`src/sv/gbs_ram.sv`:
```
// generic single-port ram with registered read
module gbs_ram #(
  parameter int WIDTH = 8,
  parameter int DEPTH = 256
) (
  input  logic                     clk,
  input  logic                     we,
  input  logic [$clog2(DEPTH)-1:0] addr,
  input  logic [WIDTH-1:0]         wdata,
  output logic [WIDTH-1:0]         rdata
);

  logic [WIDTH-1:0] mem_r [0:DEPTH-1];
  logic [WIDTH-1:0] rdata_r;

  always_ff @(posedge clk) begin
    if (we) begin
      mem_r[addr] <= wdata;
    end else begin
      rdata_r <= mem_r[addr];
    end
  end

  assign rdata = rdata_r;

endmodule

```
`config.mk`:
```
export PLATFORM = sky130hd
export DESIGN_NAME = gbs_ram
export DESIGN_NICKNAME = d
export VERILOG_FILES = /design/src/sv/gbs_ram.sv
export SDC_FILE = /design/constraint.sdc
export NUM_CORES = 2
export LEC_CHECK = 0
export BUFFER_PORTS_ARGS = -buffer_cell sky130_fd_sc_hd__buf_2
export CORE_MARGIN = 2
export CORE_UTILIZATION = 52
export DETAILED_ROUTE_END_ITERATION = 10
export GPL_ROUTABILITY_DRIVEN = 0
export PLACE_DENSITY = 0.7
export SYNTH_ARGS = -nofsm -noshare
export SYNTH_HDL_FRONTEND = slang
export SYNTH_SLANG_ARGS = --single-unit
```
`constraint.sdc`:
```
create_clock -name clk -period 2.5 [get_ports clk]
set_input_delay 0.375 -clock clk [delete_from_list [all_inputs] [get_ports clk]]
set_output_delay 0.375 -clock clk [all_outputs]
set_load 0.03 [all_outputs]
```
**Word-level counts from Yosys, hierarchy flattened**

Memories as Yosys holds them, arrays and structs flattened. A register that Yosys moved wholly into a read port is not among the register bits.
Cells that the tools add are included.

- Memories kept: 1
- Register bits: 0
- Output and inout bits: 8
- Memory bits (writable): 2048
- Logic and storage cells: 4

Memory list:

| name | words | width | rd ports | clocked after memory_dff | write ports | line | RTL |
|---|---|---|---|---|---|---|---|
| mem_r | 256 | 8 | 1 | 1 | 1 | 13 | `logic [WIDTH-1:0] mem_r [0:DEPTH-1];` |

- Reductions and logical operators: 1
- Multiplexer cells: 2

Operator list:

| operator | count |
|---|---|
| $mux 1 | 2 |
| $logic_not 1->1 | 1 |

**Logic depth before layout (Yosys ltp)**

- Depth in word-level cells: 2
- Depth in mapped cells: 8
- Mapped depth without buffers: 5

**Worst setup path before layout**

No wires, ideal clock.

- Kind: input to register
- Start: input port addr[0]
- End: memory mem_r[107][0] (enable)
- Cell stages on the path: 8
- Slack: -0.049 ns
- Arrival time: 2.179 ns
- Library setup time: 0.370 ns
- Data required time: 2.130 ns
- Cell sequence: buf_2 -> buf_2 -> clkbuf_1 -> nand2_1 -> nor2_1 -> nand2_1 -> clkbuf_1 -> nor2_1

RTL lines:

| what | line | RTL |
|---|---|---|
| start: declaration | 8 | `input logic [$clog2(DEPTH)-1:0] addr,` |
| end: declaration | 13 |  |

Straight into the memory's write port.

==> impl_metrics.ini <==
[setup_path]
r2r_setup_slack_ps = 30
cp.arrival_ps = 3040
cp.required_ps = 3070
cp-end-kind = flop
critical-path-max-stage-delay_ps = 520
worstPathMaxFanout = 1
rr_worst_depth = 6
start_kind = flop
cp_slowest_cell = o41ai_2
cp_cell_sequence = mux4_2 > a22oi_1 > a21oi_1 > o41ai_2 > buf_4 > nand4_1
critPathKind = reg2reg

[logic_synthesis]
yosysWarnings = 0
synth_edf_count = 2056
post-synth-top-area-cell = edfxtp_1
synth_area_leaders = edfxtp_1 79%, mux4_2 15%, a22oi_1 2.4%, nor2_1 1.1%, a21oi_1 0.82%
synthArstFlopShare_pct = 0
synth_cell_types = 20
seq_area_frac_synth_pct = 78.6
synth_flop_cell = edfxtp_1
synthCells = 3545
synthesis.nets = 3563
avgSynthCellArea_um2 = 22.2
synthesis.area_um2 = 78500
synth_common_cells = 2056 x edfxtp_1, 512 x mux4_2, 256 x a22oi_1
yosysMostFrequentCell = edfxtp_1
ys_ff_latch = 2056
synth_top_area_share_pct = 78.6

[routing]
ant_nets = 0
drtIter0Drc = 5372
vias = 40000
vias_per_cell = 6.24
drc = 0
post_drt_wl_per_cell_um = 30.2
dr.pass1.iters = 6
wl_mm = 194

[floorplan]
pin_count = 26
start_util_pct = 52.4
die_width_um = 393
die-area_um2 = 154000
die_y_um = 393
fp.coreArea_um2 = 150000
num_rows = 142

[hold_path]
min_path_type = in2reg
holdPathStages = 1

[place]
dp.cells = 6034
portBuffers = 25
hpwl_mm = 122

[power]
power_density_nw_per_um2 = 765
cellLeakagePower_nw = 29.9
irDropWorstVdd_uv = 733

[timing]
whs_ps = 58.4
fin_crit_sh_pct = 98.7
fmax_mhz = 405
skew_ps = 45.9
rsz0062_at_grt = no
finalCriticalPeriod_ps = 2470
worst_slew_pin_slew_ps = 868
setup_tns_ps = 0
max_slew_margin_pct = 42.1
report.final.slew_viol_count = 0
final-setup-viol-count = 0
hold_viol_final = 0

[clock_tree]
htree_levels = 4
clock_tree.root_cell = clkbuf_16
cts_made_buffers = 199
cts.sinks = 2056
clock_latency_ps = 860
clockBufferDepth = 3
cts_tree = built
clkTransAtPathRegs_ps = 60

[cells_and_area]
drive_above_1_share_pct = 34.7
final-instance-count-excl-fill = 6407
syn_to_final_growth_pct = 18.6
n_fill_cell = 10000
nets = 4241

[grt]
grt_max_degree = 101
grt_pass1_vias = 40500
grt_overflow = 0
track_usage_pct = 25.6
antenna_found_initial = 8
grt_first_pass_wirelength_mm = 282

[flow_run]
maxCapViolCount = 0

[status]
outcome = finished clean
## report_power, final
part           switching, mW  internal, mW  leakage [nW]
Sequential            0.0496          38.0          18.5
Clock                   12.8          16.6          3.14
Combinational           2.23          1.52          8.27
Total                   15.1          56.1          29.9
## sequential cells by signal, summed over array words and instances (netlist names)
name and count:
rdata 8, mem_r 2048
## worst paths after layout
path	to	startpoint
min reg2reg	rdata[0]	mem_r[179][0]
max reg2reg	rdata[7]	mem_r[108][7]
max	rdata[7]	mem_r[108][7]
min	mem_r[136][7]	wdata[7]
## cell families after synthesis
| group | Yosys count | share of synthesized area, % |
|---|---|---|
| buf+inv | 231 | 1.35 |
| compound gates | 416 | 3.62 |
| mux | 512 | 14.7 |
| simple gates | 330 | 1.73 |
| flops | 2056 | 78.6 |
## what timing repair did
action,4_1_cts,5_1_grt
resized for setup,21,7
hold endpoints to repair,101,0
endpoints found under the setup margin,7,7
setup buffers,0,0
hold buffers,4,0
pin swaps,2,4
## layout make-up
cell class / instances / area [µm²] / area share (%)
inverter: 1 / 3.75 / 0.00403
multi-input combinational: 1258 / 16000 / 17.2
antenna: 1 / 2.50 / 0.00269
clock inverter: 125 / 1260 / 1.35
clock buffer: 243 / 5190 / 5.57
tap: 2016 / 2520 / 2.71
timing repair buffer: 707 / 6450 / 6.93
sequential: 2056 / 61700 / 66.3
## placed cells by master (no fill, tap or decap), types with 2 or more instances in the layout
cell type / netlist / routed
bufinv_16: 0 / 17
nand2b_1: 5 / 3
mux4_2: 512 / 512
nand2b_2: 0 / 2
a21oi_1: 128 / 126
buf_8: 0 / 8
nor3_1: 27 / 27
clkinvlp_4: 0 / 5
clkbuf_1: 140 / 42
inv_6: 0 / 4
o41ai_1: 32 / 14
inv_16: 0 / 4
clkinv_4: 0 / 2
a21oi_2: 0 / 2
nand4_1: 9 / 9
clkinv_2: 0 / 37
clkbuf_16: 0 / 201
nor2b_4: 0 / 2
a22oi_1: 256 / 255
nand3_1: 17 / 16
o41ai_4: 0 / 8
clkbuf_8: 0 / 2
buf_12: 0 / 88
clkinv_16: 0 / 6
nor2b_1: 8 / 6
or2_2: 2 / 2
and2_1: 3 / 2
buf_4: 10 / 590
nand2_1: 25 / 25
clkinv_1: 0 / 48
clkinv_8: 0 / 2
buf_2: 34 / 15
edfxtp_1: 2056 / 2056
nor2_1: 234 / 233
dlygate4sd3_1: 0 / 4
o41ai_2: 0 / 10
## metrics by stage
stage	power, mW	cell area [µm²]	util (%)	worst slack (ps)
after floorplan	40.5	78500	-	-49.0
after global placement	42.4	86400	57.7	-1440
after detailed placement	42.5	86500	57.7	-1340
after CTS	71.7	93100	62.1	8.88
after global routing	73.2	93200	62.1	21.3
final	71.3	93200	62.1	32.2
## critical path, delay by kind of cell (launching register included)
kind,cells,cell delay [ps]
AO/OA/AOI/OAI,3,1000
buffers and inverters,1,210
flip-flops,1,360
multiplexers,1,510
AND/OR/NAND/NOR,1,90
## layer usage
layer	wire length [µm]	up-vias	part of all wire, %	GRT usage, %
met2	93800	2136	48	40.4
li1	-	16400	-	-
met1	74900	21100	39	36.2
met3	18000	348	9.3	4.82
met4	6760	10	3.5	9.05
met5	69	-	0.036	0
Power figures use the tool's default switching activity.
