===== src/sv/gbs_pkg.sv =====
// shared types and constants of the grid bilinear sampler
package gbs_pkg;

  localparam int COORD_W     = 25;    // lat/lon, 16 fraction bits
  localparam int SPAN_W      = 26;    // difference of two coordinates
  localparam int VAL_W       = 32;    // grid value, q16.16
  localparam int PROD_W      = 58;    // span times value
  localparam int NUM_W       = 59;    // sum of two products
  localparam int IDX_W       = 16;    // row-major cell index
  localparam int STORE_DEPTH = 65536;
  localparam int CNT_REG_W   = 9;     // row / column count register
  localparam int STEP_W      = 24;    // step register
  localparam int CFG_IDX_W   = 3;
  localparam int CFG_DATA_W  = 25;
  localparam int QUO_W       = 32;    // rounded quotient width before sign
  localparam int QUO_STEP    = 4;     // quotient bits per divider stage
  localparam int QUERY_SLOTS = 4;     // memory cycles taken by one query

  typedef enum logic [CFG_IDX_W-1:0] {
    REG_ROWS       = 3'd0,
    REG_COLS       = 3'd1,
    REG_LAT_ORIGIN = 3'd2,
    REG_LON_ORIGIN = 3'd3,
    REG_LAT_STEP   = 3'd4,
    REG_LON_STEP   = 3'd5
  } cfg_idx_t;

  typedef enum logic {
    ACT_LOAD  = 1'b0,
    ACT_QUERY = 1'b1
  } act_t;

  typedef struct packed {
    logic signed [COORD_W-1:0] lat;
    logic signed [COORD_W-1:0] lon;
    logic signed [VAL_W-1:0]   value;
  } grid_entry_t;

  // sideband that rides along a divider: corner index and result flag
  typedef struct packed {
    logic [IDX_W-1:0] ia;
    logic             ok;
  } idx_side_t;

  // sideband for the second pass: latitude weights and span
  typedef struct packed {
    logic signed [SPAN_W-1:0] lat_p;
    logic signed [SPAN_W-1:0] lat_m;
    logic signed [SPAN_W-1:0] dlat;
  } lat_side_t;

  function automatic logic signed [SPAN_W-1:0] sx_span(input logic signed [COORD_W-1:0] c);
    sx_span = {c[COORD_W-1], c};
  endfunction

endpackage


===== src/sv/gbs_rdiv.sv =====
// pipelined signed divider, round half away from zero, saturated to 32 bits
module gbs_rdiv #(
  parameter int NUM_W  = 59,
  parameter int DEN_W  = 26,
  parameter int SIDE_W = 1
) (
  input  logic                            clk,
  input  logic                            rst_n,
  input  logic                            in_valid,
  input  logic signed [NUM_W-1:0]         in_num,
  input  logic signed [DEN_W-1:0]         in_den,
  input  logic [SIDE_W-1:0]               in_side,
  output logic                            out_valid,
  output logic signed [gbs_pkg::QUO_W-1:0] out_quo,
  output logic [SIDE_W-1:0]               out_side
);

  localparam int QW    = gbs_pkg::QUO_W;
  localparam int QS    = gbs_pkg::QUO_STEP;
  localparam int STEPS = QW / QS;
  localparam int NU_W  = NUM_W + 1;
  localparam int D_W   = DEN_W + 1;
  localparam int HI_W  = NU_W - QW;
  localparam int CW    = HI_W + D_W;

  // magnitudes
  logic              a_v_r, a_neg_r;
  logic [NUM_W-1:0]  a_an_r;
  logic [DEN_W-1:0]  a_ad_r;
  logic [SIDE_W-1:0] a_side_r;
  // doubled numerator plus denominator, doubled denominator
  logic              b_v_r, b_neg_r;
  logic [NU_W-1:0]   b_n_r;
  logic [D_W-1:0]    b_d_r;
  logic [SIDE_W-1:0] b_side_r;
  // restoring stages
  logic              v_r    [0:STEPS];
  logic              neg_r  [0:STEPS];
  logic              ovf_r  [0:STEPS];
  logic [D_W-1:0]    d_r    [0:STEPS];
  logic [D_W-1:0]    rem_r  [0:STEPS];
  logic [QW-1:0]     low_r  [0:STEPS];
  logic [QW-1:0]     q_r    [0:STEPS];
  logic [SIDE_W-1:0] side_r [0:STEPS];
  // result
  logic              out_valid_r;
  logic [QW-1:0]     out_quo_r;
  logic [SIDE_W-1:0] out_side_r;

  logic [HI_W-1:0]   hi;
  logic [QW-1:0]     quo_nxt;

  always_ff @(posedge clk) begin
    if (!rst_n) begin
      a_v_r <= 1'b0;
      b_v_r <= 1'b0;
      v_r[0] <= 1'b0;
    end else begin
      a_v_r <= in_valid;
      b_v_r <= a_v_r;
      v_r[0] <= b_v_r;
    end
    a_neg_r  <= in_num[NUM_W-1] ^ in_den[DEN_W-1];
    a_an_r   <= in_num[NUM_W-1] ? NUM_W'(~in_num + 1'b1) : NUM_W'(in_num);
    a_ad_r   <= in_den[DEN_W-1] ? DEN_W'(~in_den + 1'b1) : DEN_W'(in_den);
    a_side_r <= in_side;
    b_neg_r  <= a_neg_r;
    b_n_r    <= {a_an_r, 1'b0} + NU_W'(a_ad_r);
    b_d_r    <= {a_ad_r, 1'b0};
    b_side_r <= a_side_r;
    neg_r[0]  <= b_neg_r;
    ovf_r[0]  <= CW'(hi) >= CW'(b_d_r);
    d_r[0]    <= b_d_r;
    rem_r[0]  <= hi[D_W-1:0];
    low_r[0]  <= b_n_r[QW-1:0];
    q_r[0]    <= '0;
    side_r[0] <= b_side_r;
  end

  assign hi = b_n_r[NU_W-1:QW];

  for (genvar k = 1; k <= STEPS; k++) begin : g_stp
    logic [D_W:0]   t;
    logic [D_W-1:0] rem_c;
    logic [QW-1:0]  q_c;

    always_comb begin
      rem_c = rem_r[k-1];
      q_c   = q_r[k-1];
      t     = '0;
      for (int i = 0; i < QS; i++) begin
        t = {rem_c, low_r[k-1][QW-1-(k-1)*QS-i]};
        if (t >= {1'b0, d_r[k-1]}) begin
          t = t - {1'b0, d_r[k-1]};
          q_c[QW-1-(k-1)*QS-i] = 1'b1;
        end
        rem_c = t[D_W-1:0];
      end
    end

    always_ff @(posedge clk) begin
      if (!rst_n) begin
        v_r[k] <= 1'b0;
      end else begin
        v_r[k] <= v_r[k-1];
      end
      neg_r[k]  <= neg_r[k-1];
      ovf_r[k]  <= ovf_r[k-1];
      d_r[k]    <= d_r[k-1];
      rem_r[k]  <= rem_c;
      low_r[k]  <= low_r[k-1];
      q_r[k]    <= q_c;
      side_r[k] <= side_r[k-1];
    end
  end

  // sign and saturation
  always_comb begin
    if (neg_r[STEPS]) begin
      if (ovf_r[STEPS] || (q_r[STEPS] > {1'b1, {(QW-1){1'b0}}})) begin
        quo_nxt = {1'b1, {(QW-1){1'b0}}};
      end else begin
        quo_nxt = QW'(~q_r[STEPS] + 1'b1);
      end
    end else begin
      if (ovf_r[STEPS] || q_r[STEPS][QW-1]) begin
        quo_nxt = {1'b0, {(QW-1){1'b1}}};
      end else begin
        quo_nxt = q_r[STEPS];
      end
    end
  end

  always_ff @(posedge clk) begin
    if (!rst_n) begin
      out_valid_r <= 1'b0;
    end else begin
      out_valid_r <= v_r[STEPS];
    end
    out_quo_r  <= quo_nxt;
    out_side_r <= side_r[STEPS];
  end

  assign out_valid = out_valid_r;
  assign out_quo   = $signed(out_quo_r);
  assign out_side  = out_side_r;

endmodule


===== config.mk =====
export PLATFORM = sky130hd
export DESIGN_NAME = gbs_rdiv
export DESIGN_NICKNAME = d
export VERILOG_FILES = /design/src/sv/gbs_pkg.sv /design/src/sv/gbs_rdiv.sv
export SDC_FILE = /design/constraint.sdc
export NUM_CORES = 2
export LEC_CHECK = 0
export CAP_MARGIN = 20
export CORE_MARGIN = 10
export CORE_UTILIZATION = 59
export DETAILED_ROUTE_END_ITERATION = 12
export DONT_BUFFER_PORTS = 1
export PLACE_DENSITY = 0.88
export SLEW_MARGIN = 10
export SYNTH_ARGS = -nofsm -noshare
export SYNTH_HDL_FRONTEND = slang
export SYNTH_SLANG_ARGS = --single-unit

===== constraint.sdc =====
create_clock -name clk -period 12.5 [get_ports clk]
set_clock_uncertainty 0.1 [all_clocks]
set_input_delay 1.25 -clock clk [delete_from_list [all_inputs] [get_ports clk]]
set_output_delay 1.25 -clock clk [all_outputs]
set_load 0.05 [all_outputs]

# Word level (Yosys, flattened, before mapping)
# Memories as Yosys holds them, arrays and structs flattened. A register that Yosys moved wholly into a read port is not among the register bits.
# Index checks and enable logic that the tools add are counted.
[totals] ff_bits=209 mem_bits_rw=1098 input_bits=89 out_inout_bits=34 wordCells=187 memories=8
[memory_table] memory="low_r" words=9 word_bits=32 read_ports=8 rd_clocked_by_memory_dff=0 wr=9 line_no="gbs_rdiv.sv:42" rtl="logic [QW-1:0] low_r [0:STEPS];"
[memory_table] memory="q_r" words=9 word_bits=32 read_ports=9 rd_clocked_by_memory_dff=0 wr=9 line_no="gbs_rdiv.sv:43" rtl="logic [QW-1:0] q_r [0:STEPS];"
[memory_table] memory="d_r" words=9 word_bits=27 read_ports=8 rd_clocked_by_memory_dff=0 wr=9 line_no="gbs_rdiv.sv:40" rtl="logic [D_W-1:0] d_r [0:STEPS];"
[memory_table] memory="rem_r" words=9 word_bits=27 read_ports=8 rd_clocked_by_memory_dff=0 wr=9 line_no="gbs_rdiv.sv:41" rtl="logic [D_W-1:0] rem_r [0:STEPS];"
[memory_table] memory="neg_r" words=9 word_bits=1 read_ports=9 rd_clocked_by_memory_dff=0 wr=9 line_no="gbs_rdiv.sv:38" rtl="logic neg_r [0:STEPS];"
[memory_table] memory="ovf_r" words=9 word_bits=1 read_ports=9 rd_clocked_by_memory_dff=0 wr=9 line_no="gbs_rdiv.sv:39" rtl="logic ovf_r [0:STEPS];"
[memory_table] memory="2 more memories"
[op_classes] add_sub_neg=36 order_cmp=34 muxes=80 bitwise_logic=13 n_reduce_logical=3
[op_table] cell="$ge 28x27->1" count=33
[op_table] cell="$mux 27" count=32
[op_table] cell="$sub 27x27->27" count=32
[op_table] cell="$mux 32" count=3
[op_table] cell="$add 60x26->60" count=1
[op_table] cell="$add 59x1->59 const B" count=1
[op_table] cell="$not 59->59" count=1
[op_table] cell="$mux 58" count=1
[op_table] cell="$mux 1" count=43
[op_table] cell="$add 32x1->32 const B" count=1
[op_table] cell="$gt 32x32->1 const B" count=1
[op_table] cell="$not 32->32" count=1
[op_table] cell="$add 26x1->26 const B" count=1
[op_table] cell="$not 26->26" count=1
[op_table] cell="$mux 25" count=1
[op_table] cell="$or 1x1->1" count=9
[op_table] cell="$logic_or 1x1->1" count=2
[op_table] cell="$logic_not 1->1" count=1
[op_table] cell="$xor 1x1->1" count=1

# Depth between registers and ports, before layout
# An unclocked memory read counts as a cell.
[depth] word_depth=9 depth_mapped=58 mapped_depth_nobuf=53

# Worst setup path after synthesis
# Ideal clock, no wire load.
[synth_path] kind="register to register" startpoint="memory d_r[0][29] (netlist name)" endpoint="memory rem_r[0][62] (netlist name)" setup_ps=133 t_arrival_ps=11615 required_ps=12267 path_slack_ps=652 path_stages_with_launch=57 n_path_buf=9 period_less_slack_ps=11848 path_cell_list="dfxtp_1 > inv_1 > ha_1 > nor2b_1 > o2111a_1 > nor3_1 > o41a_1 > nand4b_1 > and3_1 > clkbuf_1 > inv_1 > clkbuf_1 > clkbuf_1 > a21oi_1 > ha_1 > and3_1 > and4_1 > o21a_1 > [21 not listed] > inv_2 > clkbuf_1 > mux2_2 > ha_1 > a21o_1 > a21o_1 > a21oi_1 > o21ai_0 > a22o_1 > a211oi_1 > o21a_1 > or2_2 > o311a_1 > clkbuf_1 > nand2_1 > o21ai_1 > clkbuf_1 > o211ai_1"
[synth_lines] element="from (decl)" line_no="gbs_rdiv.sv:40"
[synth_lines] element="to (decl)" line_no="gbs_rdiv.sv:41"

==> metrics.yaml <==
status: "finished, final reports clean"
nets: 9711
cp_slowest_cell: "dfxtp_1"
grt_pass1_wl_um: 351000
synth_mux_area_frac: 0.0697
synth_warnings: 0
grt_overflow: 0
arrival_ns: 12.68
tightest_slew_ns: 1.02
cts_buffers: 98
post-route-min-period_ns: 12.17
synth_compound_area_frac: 0.219
syn_area_per_cell_um2: 8.43
holdPathEnd: "q_r[6][26]"
path_max_fanout: 32
dp_hpwl_um: 188000
pin_count: 123
finalHoldViolCount: 0
drive_above_1_share: 0.0976
syn_to_final_growth_pct: 8.78
cts.hold.buffers_added: 0
initial_core_util: 0.595
cts_tree: "built"
slowest_delay_ns: 0.50
instances_no_fill: 10400
min_path_cells: 0
dr.pass1.iters: 9
rows: 128
crit_top_cell: "a21oi_1"
root_buffer: "clkbuf_16"
synth_edf_count: 0
reg2reg_to: "rem_r[0][56]"
yosysTopAreaCell: "dfxtp_1"
clockBufferDepth: 3
netlist_area_um2: 72700
max_freq_mhz: 82.2
clock_sinks: 950
port_buffers: 0
maxSlewHeadroom: 0.304
avgViaCountPerCell: 6.33
die_area_um2: 138000
synthXorXnorAreaFrac: 0.0937
grt_pass1_vias: 62000
required_ns: 13.01
criticalPathCategory: "reg -> reg"
synth_adder_area_share: 0.161
insertion_delay_ns: 0.76
hp-class: "reg -> reg"
die-width_um: 371
drt_iter0_drc: 6528
core-area_um2: 122000
reg2regPathDepth: 50
grt_max_degree: 57
seq_area_frac_synth: 0.262
place.gp.congestion: 1.05
drtAntennaViolNets: 0
htreeDepth: 3
dpl.cell_count: 10200
synth_area_leaders: "dfxtp_1 (26%), ha_1 (15%), xnor2_1 (6.7%)"
hp-start: "q_r[5][26]"
cp-end-kind: "register"
antenna_found_initial: 9
synth.distinct_cells: 106
synthesis.instances: 8617
fillers: 10100
fin_crit_sh: 0.973
wire_per_inst_um: 22.2
clk_pin_slew_ns: 0.07
synth_top_cell_area_share: 0.262
startpoint_type: "register"
maxCapViolCount: 0
maxSlewViolCount: 0
yosys.area_share.simple: 0.154
setup_violations: 0
grt.total_usage: 0.319
async_reset_ff_frac: 0
postPlaceCellArea_um2: 75200
routed_wl_um: 231000
tns_ns: 0
finish.instance_area_um2: 79000
timing.rr.start: "d_r[0][53]"
ff2ff_setup_slack_ns: 0.33
drc_errors: 0
synth_seq_cells: 950
num_vias: 66000
syn_nets: 9623
synth_top_family_by_area: "compound AO/OA/AOI/OAI gates"
fin_hold_ws_ns: 0.186
synth_top_flop_cell: "dfxtp_1"
chipHeight_um: 371
## what timing repair did
item / in CTS / in global routing
pin swaps: 1 / 7
buffers inserted: 0 / 16
gates resized for setup: 1 / 72
endpoints found under the setup margin: 24 / 188
gates cloned: 0 / 2
## worst max path at each step
stage / slack (ns) / startpoint / cells past startpoint / end
floorplan: 0.65 / d_r[0][29] / 56 / rem_r[0][62]
global placement: 0.13 / d_r[0][68] / 44 / rem_r[0][103]
detailed placement: -0.003 / d_r[0][68] / 45 / rem_r[0][86]
CTS: 0.007 / d_r[0][56] / 44 / rem_r[0][107]
global route: -0.04 / d_r[0][36] / 53 / rem_r[0][78]
finish: 0.33 / d_r[0][53] / 50 / rem_r[0][56]
## routing by layer
metal  routed length [um]  part of all wire  global-route usage  vias up
met5                   54           0.00023                   0        -
met4                11900             0.051               0.148        8
li1                     -                 -                   -    31500
met2               103000              0.45               0.513     2853
met3                17900             0.078              0.0501      533
met1                98100              0.42               0.417    31100
## cell usage in the layout (no fill, tap or decap), types with 78 or more instances in the layout
cell	n
a21o_1	306
a21oi_1	685
a31oi_1	78
and3_1	93
buf_4	146
clkbuf_16	98
dfxtp_1	946
ha_1	884
inv_1	580
mux2_2	365
nand2_1	624
nand2b_1	112
nand3_1	156
nand4_1	115
nor2_1	566
nor2b_1	109
nor3_1	140
o21a_1	113
o21ai_0	556
o21bai_1	95
xnor2_1	558
xor2_1	219
## registers in the layout, summed over array words and instances, names as in the netlist, 9 cells and up
register,count
q_r,144
b_d_r,25
a_ad_r,26
d_r,200
out_quo,32
neg_r,9
a_an_r,59
side_r,9
b_n_r,60
rem_r,209
low_r,151
ovf_r,9
v_r,9
## cells in the mapped netlist (all sizes together) (115+ instances only)
cell type  instances
nor2             567
ha               885
xor2             219
a21oi            697
nor3             145
nand3            157
nand4            115
dfxtp            950
mux2             398
o21ai            581
nand2            627
clkbuf           122
a21o             306
xnor2            558
inv              590
## layout make-up
class / instances / area, um2 / share of cell area
clock buffer: 128 / 2720 / 0.0344
timing repair buffer: 157 / 1260 / 0.0160
sequential: 950 / 19000 / 0.241
inverter: 591 / 2230 / 0.0282
antenna: 3 / 7.51 / 0.0000950
tap: 1625 / 2030 / 0.0257
multi-input combinational: 6907 / 51000 / 0.646
clock inverter: 52 / 732 / 0.00926
## critical path, delay by kind of cell (launching register included)
family                   cells  cell delay [ns]
AO/OA/AOI/OAI               23             5.42
adder cells (fa/ha/maj)      4             1.34
buffers and inverters       10             2.10
flip-flops                   1             0.50
multiplexers                 1             0.09
AND/OR/NAND/NOR             12             2.43
## logic make-up after synthesis
logic type | count (synthesis)
AOI/OAI and AO/OA | 2485
and+or+nand+nor | 2274
DFF | 950
adders and majority gates | 917
xor gates and xnor gates | 777
buffers and inverters | 762
muxes | 452
## per-stage QoR
stage	worst slack, ns	utilization
2_1_floorplan	0.652	-
3_5_place_dp	-0.00302	0.616
6_report	0.334	0.648
5_1_grt	-0.0366	0.648
4_1_cts	0.00686	0.644
3_3_place_gp	0.131	0.616
Power is not shown: default switching activity piles up to over one toggle a cycle in this logic, so the estimate is an artifact.
